--- config.mk ---
export PLATFORM = sky130hd
export DESIGN_NAME = goq_ctrl
export DESIGN_NICKNAME = d
export VERILOG_FILES = /design/src/rtl/goq_pkg.sv /design/src/rtl/goq_ctrl.sv
export SDC_FILE = /design/constraint.sdc
export NUM_CORES = 1
export LEC_CHECK = 0
export ABC_AREA = 1
export BUFFER_PORTS_ARGS = -buffer_cell sky130_fd_sc_hd__buf_2
export CAP_MARGIN = 20
export CORE_AREA = 2 2 39 41
export CTS_BUF_LIST = sky130_fd_sc_hd__clkbuf_4 sky130_fd_sc_hd__clkbuf_8
export DETAILED_ROUTE_END_ITERATION = 8
export DIE_AREA = 0 0 41 43
export PLACE_DENSITY = 0.32
export SLEW_MARGIN = 20
export SYNTH_ARGS = -nofsm -noshare
export SYNTH_HDL_FRONTEND = slang
export SYNTH_SLANG_ARGS = --single-unit
--- constraint.sdc ---
create_clock -name clk_i -period 1.1 [get_ports clk_i]
set_clock_uncertainty 0.05 [all_clocks]
set_input_delay 0.055 -clock clk_i [delete_from_list [all_inputs] [get_ports clk_i]]
set_output_delay 0.055 -clock clk_i [all_outputs]
set_load 0.03 [all_outputs]
--- src/rtl/goq_pkg.sv ---
// ----------------------------------------------------------------------------
// goq_pkg: shared types for the group ordered queue
// Command and status codes, controller states and the command struct that
// the controller hands to the datapath.
// ----------------------------------------------------------------------------
package goq_pkg;

  localparam int unsigned CmdW    = 2;
  localparam int unsigned IdW     = 16;
  localparam int unsigned GrpW    = 8;
  localparam int unsigned StatusW = 3;
  localparam int unsigned CountW  = 7;
  localparam int unsigned InDataW  = 32;
  localparam int unsigned OutDataW = 32;

  typedef enum logic [CmdW-1:0] {
    CMD_LOAD = 2'd0,
    CMD_ENQ  = 2'd1,
    CMD_DEQ  = 2'd2,
    CMD_NOP  = 2'd3
  } cmd_e;

  typedef enum logic [StatusW-1:0] {
    ST_OK      = 3'd0,
    ST_UNKNOWN = 3'd1,
    ST_QFULL   = 3'd2,
    ST_QEMPTY  = 3'd3,
    ST_TFULL   = 3'd4
  } status_e;

  typedef enum logic [2:0] {
    S_IDLE  = 3'd0,
    S_FIND  = 3'd1,
    S_MASK  = 3'd2,
    S_APPLY = 3'd3,
    S_OUT   = 3'd4
  } state_e;

  // Controller to datapath step strobes
  typedef struct packed {
    logic capture;
    logic find;
    logic mask;
    logic apply;
  } dp_cmd_t;

endpackage

--- src/rtl/goq_ctrl.sv ---
// ----------------------------------------------------------------------------
// goq_ctrl: sequencing controller
// Walks one word through capture, table lookup, group mask and update, then
// holds the result until the output side takes it.
// ----------------------------------------------------------------------------
module goq_ctrl
  import goq_pkg::*;
(
  input  logic    clk_i,
  input  logic    rst_ni,
  input  logic    in_valid_i,
  input  logic    out_ready_i,
  output logic    in_ready_o,
  output logic    out_valid_o,
  output dp_cmd_t dp_cmd_o
);

  state_e state_q, state_d;

  // State register
  always_ff @(posedge clk_i or negedge rst_ni) begin
    if (!rst_ni) begin
      state_q <= S_IDLE;
    end else begin
      state_q <= state_d;
    end
  end

  // Next state
  always_comb begin
    state_d = state_q;
    unique case (state_q)
      S_IDLE:  if (in_valid_i) state_d = S_FIND;
      S_FIND:  state_d = S_MASK;
      S_MASK:  state_d = S_APPLY;
      S_APPLY: state_d = S_OUT;
      S_OUT:   if (out_ready_i) state_d = S_IDLE;
      default: state_d = S_IDLE;
    endcase
  end

  // Outputs
  always_comb begin
    in_ready_o       = (state_q == S_IDLE);
    out_valid_o      = (state_q == S_OUT);
    dp_cmd_o.capture = (state_q == S_IDLE) && in_valid_i;
    dp_cmd_o.find    = (state_q == S_FIND);
    dp_cmd_o.mask    = (state_q == S_MASK);
    dp_cmd_o.apply   = (state_q == S_APPLY);
  end

endmodule

# Word-level counts from Yosys, hierarchy flattened
# Cells that the tools add are included.
# totals
input_bits	4
word_cells	13
regBits	3
# op_classes
reduce_logical	3
n_eq_ne	6
muxes	3
# ops
cell	n
3-bit one-hot mux with 5 select lines	1
3-bit by 2-bit equality test with 1-bit output, second input constant	2
3-bit two-way mux	2
2-bit inequality test, second input constant	2
3-bit by 1-bit equality test with 1-bit output, second input constant	1
3-bit equality test, second input constant	1
3-bit logical NOT	1
2-bit AND reduction	1
1-bit logical AND	1

# Depth between registers and ports, before layout
# Gate-level depths: netlist of the first run.
# depth
depth_word	3
mapped_depth	4

# Worst setup path before layout of the first run
# OpenSTA, ideal clock, no wires.
# synth_timing
path_kind	flip-flop to output port
startpoint	register state_q[1]
endpoint	output port out_valid_o
t_required_ns	0.995
path_buffers	0
path_slack_ns	-0.122
t_arrival_ns	1.117
stages_incl_launch_ff	2
cell_sequence	dfrtp_1 > nor3_1
# synth_via
elab_chain_len	1
# synth_lines
item	line	source
start, declared	goq_ctrl.sv:18	state_e state_q, state_d;
start signal, assigned	goq_ctrl.sv:25	state_q <= state_d;
3-bit equality test	goq_ctrl.sv:45	out_valid_o = (state_q == S_OUT);
end, declared	goq_ctrl.sv:14	output logic out_valid_o,
# No other way between the ends.

==> results.md, run 1 <==
- Critical path type: reg -> out
- Pre-CTS WS: 39.4 ps
- VDD IR max: 1.31 mV
- Nets: 50
- Final setup viols: 6
- Flop2flop setup slack: 80 ps
- Worst Min Path Start: out_ready_i
- Starting density of the core: 13.2%
- Ant. Diodes: 0
- Period utilization: 115%
- Post-synth cell types: 12
- Flops & latches, synth: 3
- CP arrival: roughly 1200 ps
- Worst hold margin: 81.0 ps
- Worst setup margin: -160 ps
- Number of global-route vias before repair: 200
- # IOs: 10
- Initial DRC count: 0
- Synth Warn #: 0
- Area of the core: between 1000 and 1500 µm²
- R2R cell count: 5
- Total GRT Usage: 6.96%
- Metal-1 WL: roughly 220 µm
- Cells after synthesis: 24
- Max Freq: 0.794 GHz
- Final Power: 0.00162 W
- Status: finished with violations
- Hold EP: state_q[2]$_DFFE_PN0P_
- Unrepaired setup endpoints after global routing: true
- Clk sinks: 3
- WP data required: 1000 ps
- Seq/Total Area, Yosys: 41.1%
- Area growth from synthesis to layout: 125%
- CTS tree: yes
- Rows: 14
- R2r endpoint: state_q[0]$_DFFE_PN0P_
- Share of layout cells above drive strength 1: 73.3%
- Max FFs per register: 3
- Most flops, register: state_q
- Total die area: 1760 µm²
- Filler cell count: around 150
- Final core occ: 29.7%
- Num CTS Buffers: 3
- WL met2: ~240 µm
- CP Launch Type: register
- R2R Path Start: state_q[0]$_DFFE_PN0P_
- Clk Latency, worst-skew pair: 230 ps
- Syn avg cell area: 7.61 µm²
- Min cycle time layout: 1260 ps
- First-pass GRT wire length: approximately 770 µm
- Worst slew pin tran: around 170 ps
- Hold path cells: 4
- Biggest regs: state_q: 3 flops
- Die Span Y: around 43 µm
- Cell Count, Final, Fillers Out: 61
- Max cap viols: 0
- WL met3: 30 µm
- Initial antenna violation count: 0
- DRT Wirelength: 490 µm
- Synthesized Nets: 28
- Hold Crit Class: in -> reg
- CTS root buffer: clkbuf_4
- DRT Pass-1 Iters: 1
- Max-slew violations: 0
- Placed cell count: a little over 50
- Failing checks: negative setup slack
- P_leak: 0.210 nW
- Max Buffers Root-to-Sink: 2
- Largest net degree at the start of global routing: 6
- DP Wirelength: 347 µm
- Hold Fails Final Rpt: 0
- Vias per std cell: 3.57
- Critical path endpoint category: output pin
- # DRC: 0
- Drt wl/cell: 8.03 µm
- Synthesized cell area: 183 µm²
- DR top layer: met3
- DR vias: 218
- Worst slew margin: 88.8%
- Pwr/cell area: 3950 nW/µm²
- Gp weighted congestion: 0.653
- Worst-path fanout max: 5
- Reg clk slew, reported paths: 40 ps
- GRT overflow: 0
- Buffers on Ports: 9
- Post-DRT Antenna Nets: 0
- Horiz. Die Dim: 41 µm
- H-tree levels: 1
worst max-delay path by stage:
| stage | to | slack (ps) | startpoint | cells past startpoint |
|---|---|---|---|---|
| 2_1_floorplan | dp_cmd_o[1] | -100 | state_q[0]$_DFFE_PN0P_ | 2 |
| 3_3_place_gp | dp_cmd_o[3] | 40 | state_q[0]$_DFFE_PN0P_ | 3 |
| 3_5_place_dp | dp_cmd_o[3] | 40 | state_q[2]$_DFFE_PN0P_ | 3 |
| 4_1_cts | dp_cmd_o[3] | -180 | state_q[0]$_DFFE_PN0P_ | 3 |
| 5_1_grt | dp_cmd_o[3] | -210 | state_q[0]$_DFFE_PN0P_ | 3 |
| 6_report | dp_cmd_o[1] | -160 | state_q[0]$_DFFE_PN0P_ | 3 |
cells in the mapped netlist (all sizes together):
| cell type | n | area [µm²] |
|---|---|---|
| buf | 1 | 7.51 |
| dfrtp | 3 | 75.1 |
| inv | 5 | 18.8 |
| nand2 | 2 | 7.51 |
| nand3 | 3 | 15.0 |
| nor2 | 5 | 21.3 |
| nor3 | 2 | 15.0 |
| o21ai | 2 | 13.8 |
| or2 | 1 | 8.76 |
through the flow:
stage / area [µm²] / setup TNS, ps
floorplan: 188 / -290
global placement: 268 / 0
detailed placement: 268 / 0
CTS: 373 / -744
global route: 410 / -942
finish: 410 / -630
cell usage in the layout, fill, tap and decap left out, types with 2 or more instances in the layout:
| cell | n |
|---|---|
| clkbuf_4 | 4 |
| dfrtp_1 | 2 |
| buf_6 | 4 |
| nand3_1 | 2 |
| nor2_2 | 2 |
| buf_2 | 3 |
| buf_4 | 10 |
| nor2_1 | 3 |
| inv_1 | 2 |
cell families (layout without fill, tap and decap cells):
logic type | Yosys count | count (layout) | synth area share (%)
simple gates | 13 | 13 | 37.0
flops | 3 | 3 | 41.1
buf+inv | 6 | 27 | 14.4
compound gates | 2 | 2 | 7.53
what timing repair did:
item / CTS / global route
hold buffers: 1 / 0
endpoints found under the setup margin: 6 / 7
cloned: 0 / 0
pin swaps: 1 / 2
resized for setup: 15 / 9
setup buffers: 4 / 1
hold endpoints to repair: 3 / 0
report_power, final:
group | internal [W] | leakage [nW] | switching, W | total (W)
combinational | 0.000561 | 0.155 | 0.000604 | 0.00117
sequential | 0.000172 | 0.0366 | 0.0000655 | 0.000238
clock | 0.000160 | 0.0184 | 0.0000569 | 0.000217
metal layers:
layer,up-vias,track usage (%)
met5,-,0
met4,0,4.00
met3,0,4.71
met2,6,9.69
met1,96,7.49
li1,116,-
layout make-up:
| cell class | instances | area [µm²] | share of cell area [%] |
|---|---|---|---|
| multi-input cells | 15 | 110 | 26.8 |
| repair buffers | 18 | 145 | 35.4 |
| clock buffers | 4 | 30.0 | 7.32 |
| flip-flops and latches | 3 | 76.3 | 18.6 |
| inverters | 5 | 28.8 | 7.01 |
| well taps | 16 | 20.0 | 4.88 |
worst max-delay path: stages, from the launching register on:
cell and delay, ps:
dfrtp_1 360, or2_4 280, nor2_1 110, buf_4 170
No activity file was read; power rests on OpenSTA's default activity.
==> inputs of run 2 (changes only) <==
--- a/config.mk
+++ b/config.mk
@@ -13,6 +13,7 @@
 export DETAILED_ROUTE_END_ITERATION = 8
 export DIE_AREA = 0 0 41 43
 export PLACE_DENSITY = 0.32
+export RECOVER_POWER = 25
 export SLEW_MARGIN = 20
 export SYNTH_ARGS = -nofsm -noshare
 export SYNTH_HDL_FRONTEND = slang
==> run 2 against run 1 <==
Effect of this change:
- clock power about the same
- global-route usage is the same
- sequential power about the same
- worst setup slack about the same
- critical endpoint unchanged
- combinational power barely moved
- count of clock-buffer cells in the layout is the same
- the run still ends with negative setup slack left
- sequential share of layout area rose by 0.057 points
- core utilization fell by 0.090 points
- non-clock buffer count is the same
- largest cell class unchanged
- sequential cell count unchanged
- worst hold slack hardly changed
- wire length fell by 0.41%
==> results.md, run 2 (synthesis results as in run 1) <==
- DRT Pass-1 Iters: 1
- Clk sinks: 3
- Biggest regs: state_q: 3 flops
- Period utilization: 115%
- Reg area: 76.3 µm²
- Drt wl/cell: 8.00 µm
- Most flops, register: state_q
- # IOs: 10
- Reg clk slew, reported paths: 40 ps
- Num CTS Buffers: 3
- DRT Wirelength: 488 µm
- Pwr/cell area: 3960 nW/µm²
- Status: finished with violations
- CTS root buffer: clkbuf_4
- Area of the core: 1380 µm²
- Max Freq: 0.794 GHz
- # DRC: 0
- Die Span Y: 43 µm
- Hold Fails Final Rpt: 0
- Critical path endpoint category: output pin
- Vias per std cell: roughly 3.6
- Area of the multi-input gates: 110 µm²
- Initial DRC count: 0
- Initial antenna violation count: 0
- Max-slew violations: 0
- Design area: 409 µm²
- DP Wirelength: 347 µm
- First-pass GRT wire length: 765 µm
- DR vias: around 220
- Worst slew pin tran: 168 ps
- Unrepaired setup endpoints after global routing: true
- Largest net degree at the start of global routing: 6
- Area growth from synthesis to layout: 124%
- Nets: 50
- H-tree levels: 1
- Final setup viols: 6
- Final core occ: 29.6%
- CTS tree: yes
- Worst slew margin: 88.8%
- Clk Latency, worst-skew pair: 230 ps
- Failing checks: negative setup slack
- P_leak: 0.208 nW
- Max Buffers Root-to-Sink: 2
- Share of layout cells above drive strength 1: 71.1%
- Min cycle time layout: 1260 ps
- VDD IR max: approximately 1.3 mV
- Number of global-route vias before repair: 200
- Commonest non-fill, non-tap cell in the layout: buf_4
- Gp weighted congestion: approximately 0.65
- Horiz. Die Dim: 41 µm
- Rows: 14
- Starting density of the core: 13.2%
- Critical path type: reg -> out
- Total GRT Usage: 6.96%
- Leading cell types in the layout, fill and taps excluded: buf_4 (10), clkbuf_4 (4), buf_6 (4)
- CP Launch Type: register
- Max cap viols: 0
- Placed inst area: about 270 µm²
- WP data required: 1000 ps
- Hold Crit Class: in -> reg
- CP arrival: about 1200 ps
- Post-DRT Antenna Nets: 0
- Buffers on Ports: 9
- Fin Setup TNS: -630 ps
- Worst-path fanout max: 5
- Max FFs per register: 3
- Filler cell count: 150
- Total die area: 1760 µm²
- GRT overflow: 0
- Worst setup margin: -160 ps
- Final Power: 0.00162 W
- Ant. Diodes: 0
==> run 2: cell types whose count changed in the layout (fill, tap and decap cells not counted), sizes merged <==
cell and delta:
buf -1, clkbuf +1
==> run 2: final timing paths <==
kind / depth (start not counted) / from / end / slack, ps
min in group asynchronous: 2 / rst_ni / state_q[1]$_DFFE_PN0P_ / 110
max in group asynchronous: 2 / rst_ni / state_q[1]$_DFFE_PN0P_ / 720
worst min register to register: 3 / state_q[0]$_DFFE_PN0P_ / state_q[0]$_DFFE_PN0P_ / 630
worst min-delay path: 4 / out_ready_i / state_q[2]$_DFFE_PN0P_ / 80
worst max register to register: 5 / state_q[0]$_DFFE_PN0P_ / state_q[0]$_DFFE_PN0P_ / 80
worst max-delay path: 3 / state_q[0]$_DFFE_PN0P_ / dp_cmd_o[1] / -160
==> run 2: power by group <==
part | internal (W) | switching (W)
logic | 0.000560 | 0.000604
registers | 0.000172 | 0.0000655
clock network | 0.000160 | 0.0000569
total | 0.000893 | 0.000727
==> run 2: worst max-delay path, stage by stage, from the launching register on <==
cell	delay [ps]
dfrtp_1	360
or2_4	280
nor2_1	110
buf_4	170
==> run 2: area by class of cell <==
cell class | count | share of cell area [%]
timing repair buffer | 18 | 35.2
sequential | 3 | 18.7
multi-input combinational | 15 | 26.9
tap | 16 | 4.89
inverter | 5 | 7.03
clock buffer | 4 | 7.34
==> run 2: layer usage <==
layer  GRT usage (%)  vias to the layer above  routed length [µm]
met5               0                        -                   0
met4            4.00                        0                   0
met3            4.71                        0                  30
met2            9.69                        6                 246
met1            7.49                       99                 211
li1                -                      116                   -
==> run 2: stage by stage <==
| stage | std cells | hold WS [ps] | setup slack [ps] |
|---|---|---|---|
| 5_1_grt | 61 | 102 | -213 |
| 3_5_place_dp | 51 | -196 | 39.4 |
| 3_3_place_gp | 51 | -199 | 42.1 |
| 4_1_cts | 60 | 82.5 | -178 |
| 6_report | 61 | 81.0 | -160 |
| 2_1_floorplan | 24 | -291 | -102 |
==> run 2: what timing repair did <==
| item | in CTS | in global routing |
|---|---|---|
| pin swaps | 1 | 2 |
| endpoints found under the setup margin | 6 | 7 |
| gates resized for setup | 15 | 9 |
| hold buffers | 1 | 0 |
| hold endpoints to repair | 3 | 0 |
| buffers inserted | 4 | 1 |
==> inputs of run 3 (changes only) <==
--- a/config.mk
+++ b/config.mk
@@ -14,6 +14,7 @@
 export DIE_AREA = 0 0 41 43
 export PLACE_DENSITY = 0.32
 export RECOVER_POWER = 25
+export REMOVE_ABC_BUFFERS = 1
 export SLEW_MARGIN = 20
 export SYNTH_ARGS = -nofsm -noshare
 export SYNTH_HDL_FRONTEND = slang
==> run 3 against run 2 <==
Effect of this change:
- the flow still finishes with violations (negative setup slack)
- worst hold slack gained 9.1 ps
- sequential cell count is the same
- global-route usage up 0.60 points
- wire length decreased by 1.4%
- critical path type unchanged
==> results.md, run 3 (synthesis results as in run 1) <==
- Period utilization: 115%
- Nets: 46
- Biggest regs: state_q: 3 flops
- Rows: 14
- Most flops, register: state_q
- Max-slew violations: 0
- Clk sinks: 3
- DR vias: 208
- VDD IR max: slightly below 1 mV
- Placed inst area: 255 µm²
- Total die area: 1760 µm²
- Leading cell types in the layout, fill and taps excluded: buf_4 (8), inv_1 (5), clkbuf_4 (4)
- Final setup viols: 6
- Filler cell count: 160
- Worst setup margin: -166 ps
- Initial antenna violation count: 0
- Initial DRC count: 3
- H-tree levels: 1
- Grt met2 use: 10.3%
- Commonest non-fill, non-tap cell in the layout: buf_4
- Crit path max-delay family: simple AND/OR/NAND/NOR gates
- Crit path cell chain: or2_4 -> nor3_2 -> buf_4
- CTS tree: yes
- Buffers on Ports: 9
- Post-DRT Antenna Nets: 0
- Hold Crit Class: in -> reg
- Worst slew margin: 89.1%
- Unrepaired setup endpoints after global routing: true
- DRT Wirelength: 481 µm
- Max cap viols: 0
- # DRC: 0
- Pwr/cell area: 3860 nW/µm²
- Share of layout cells above drive strength 1: 61.0%
- Status: finished with violations
- Reg area: roughly 76 µm²
- DRT Pass-1 Iters: 3
- Failing checks: negative setup slack
- Crit path largest cell delay: 370 ps
- Max FFs per register: 3
- Critical path endpoint category: output pin
- Hold Fails Final Rpt: 0
- CTS root buffer: clkbuf_4
- First-pass GRT wire length: approximately 790 µm
- Most Crowded Layer GR: met2
- Starting density of the core: around an eighth
- Reg clk slew, reported paths: 40 ps
- Fin Setup TNS: -852 ps
- # IOs: 10
- Design area: 348 µm²
- Grt met3 use: 3.66%
- P_leak: 0.182 nW
- DP Wirelength: 347 µm
- Total GRT Usage: 7.55%
- Final core occ: 25.1%
- GRT overflow: 0
- Worst slew pin tran: 161 ps
- Max Buffers Root-to-Sink: 2
- CP Launch Type: register
- Horiz. Die Dim: 41 µm
- Critical path type: reg -> out
- Worst-path fanout max: 5
- Vias per std cell: 3.65
- Area of the multi-input gates: 96.3 µm²
- Area growth from synthesis to layout: 90.4%
- Drt wl/cell: between 8 and 9 µm
- WP buf/inv: 1
- Clk Latency, worst-skew pair: about 230 ps
- Die Span Y: 43 µm
- M1 GR Usage: ~6.5%
- WP data required: 1000 ps
- Ant. Diodes: 0
- Worst hold margin: approximately 90 ps
- Max Freq: 0.790 GHz
- Gp weighted congestion: 0.682
- Largest net degree at the start of global routing: 6
- Number of global-route vias before repair: 214
- Min cycle time layout: 1270 ps
- Area of the core: 1380 µm²
- CP arrival: 1160 ps
- Num CTS Buffers: 3
- Critical path's slowest cell: dfrtp_1
==> run 3: path summary, 6_finish.rpt <==
kind / from / to / slack, ps / depth (start not counted)
hold / removal: out_ready_i / state_q[2]$_DFFE_PN0P_ / 90 / 4
hold reg to reg: state_q[0]$_DFFE_PN0P_ / state_q[0]$_DFFE_PN0P_ / 530 / 2
setup reg to reg: state_q[0]$_DFFE_PN0P_ / state_q[0]$_DFFE_PN0P_ / 30 / 6
setup / recovery: state_q[0]$_DFFE_PN0P_ / dp_cmd_o[3] / -170 / 3
max in group asynchronous: rst_ni / state_q[1]$_DFFE_PN0P_ / 740 / 2
min in group asynchronous: rst_ni / state_q[2]$_DFFE_PN0P_ / 100 / 2
==> run 3: through the flow <==
stage / cells / total power [W] / setup slack (ps)
after floorplan: 23 / 0.000707 / -122
after global placement: 50 / 0.000925 / 36.0
after detailed placement: 50 / 0.000923 / 43.8
after CTS: 57 / 0.00135 / -186
after global routing: 57 / 0.00145 / -228
final: 57 / 0.00134 / -166
==> run 3: worst register-to-register path, delay by kind of cell (launching register included) <==
family                 cells  cell delay (ps)
flip-flops                 1              370
buffers and inverters      2              260
AND/OR/NAND/NOR            4              290
==> run 3: final cells by class <==
| type | count | share of cell area (%) |
|---|---|---|
| multi-input combinational | 15 | 27.7 |
| sequential | 3 | 21.9 |
| tap | 16 | 5.76 |
| timing repair buffer | 14 | 30.6 |
| inverter | 5 | 5.40 |
| clock buffer | 4 | 8.63 |
==> run 3: power breakdown <==
group	switching [W]	leakage, nW	internal (W)	total [W]
logic	0.000507	0.127	0.000389	0.000896
clock network	0.0000580	0.0184	0.000161	0.000219
registers	0.0000563	0.0366	0.000172	0.000228
==> run 3: what timing repair did <==
| action | CTS | global route |
|---|---|---|
| pin swaps | 1 | 1 |
| hold endpoints to repair | 3 | 0 |
| setup endpoints to repair | 6 | 8 |
| setup buffers | 2 | 0 |
| gates resized for setup | 11 | 2 |
| cloned | 0 | 0 |
| hold buffers | 1 | 0 |
==> run 3: per-layer routing <==
layer	up-vias	wire (µm)
li1	106	-
met1	91	173
met2	9	238
met3	2	54
met4	0	14
met5	-	0
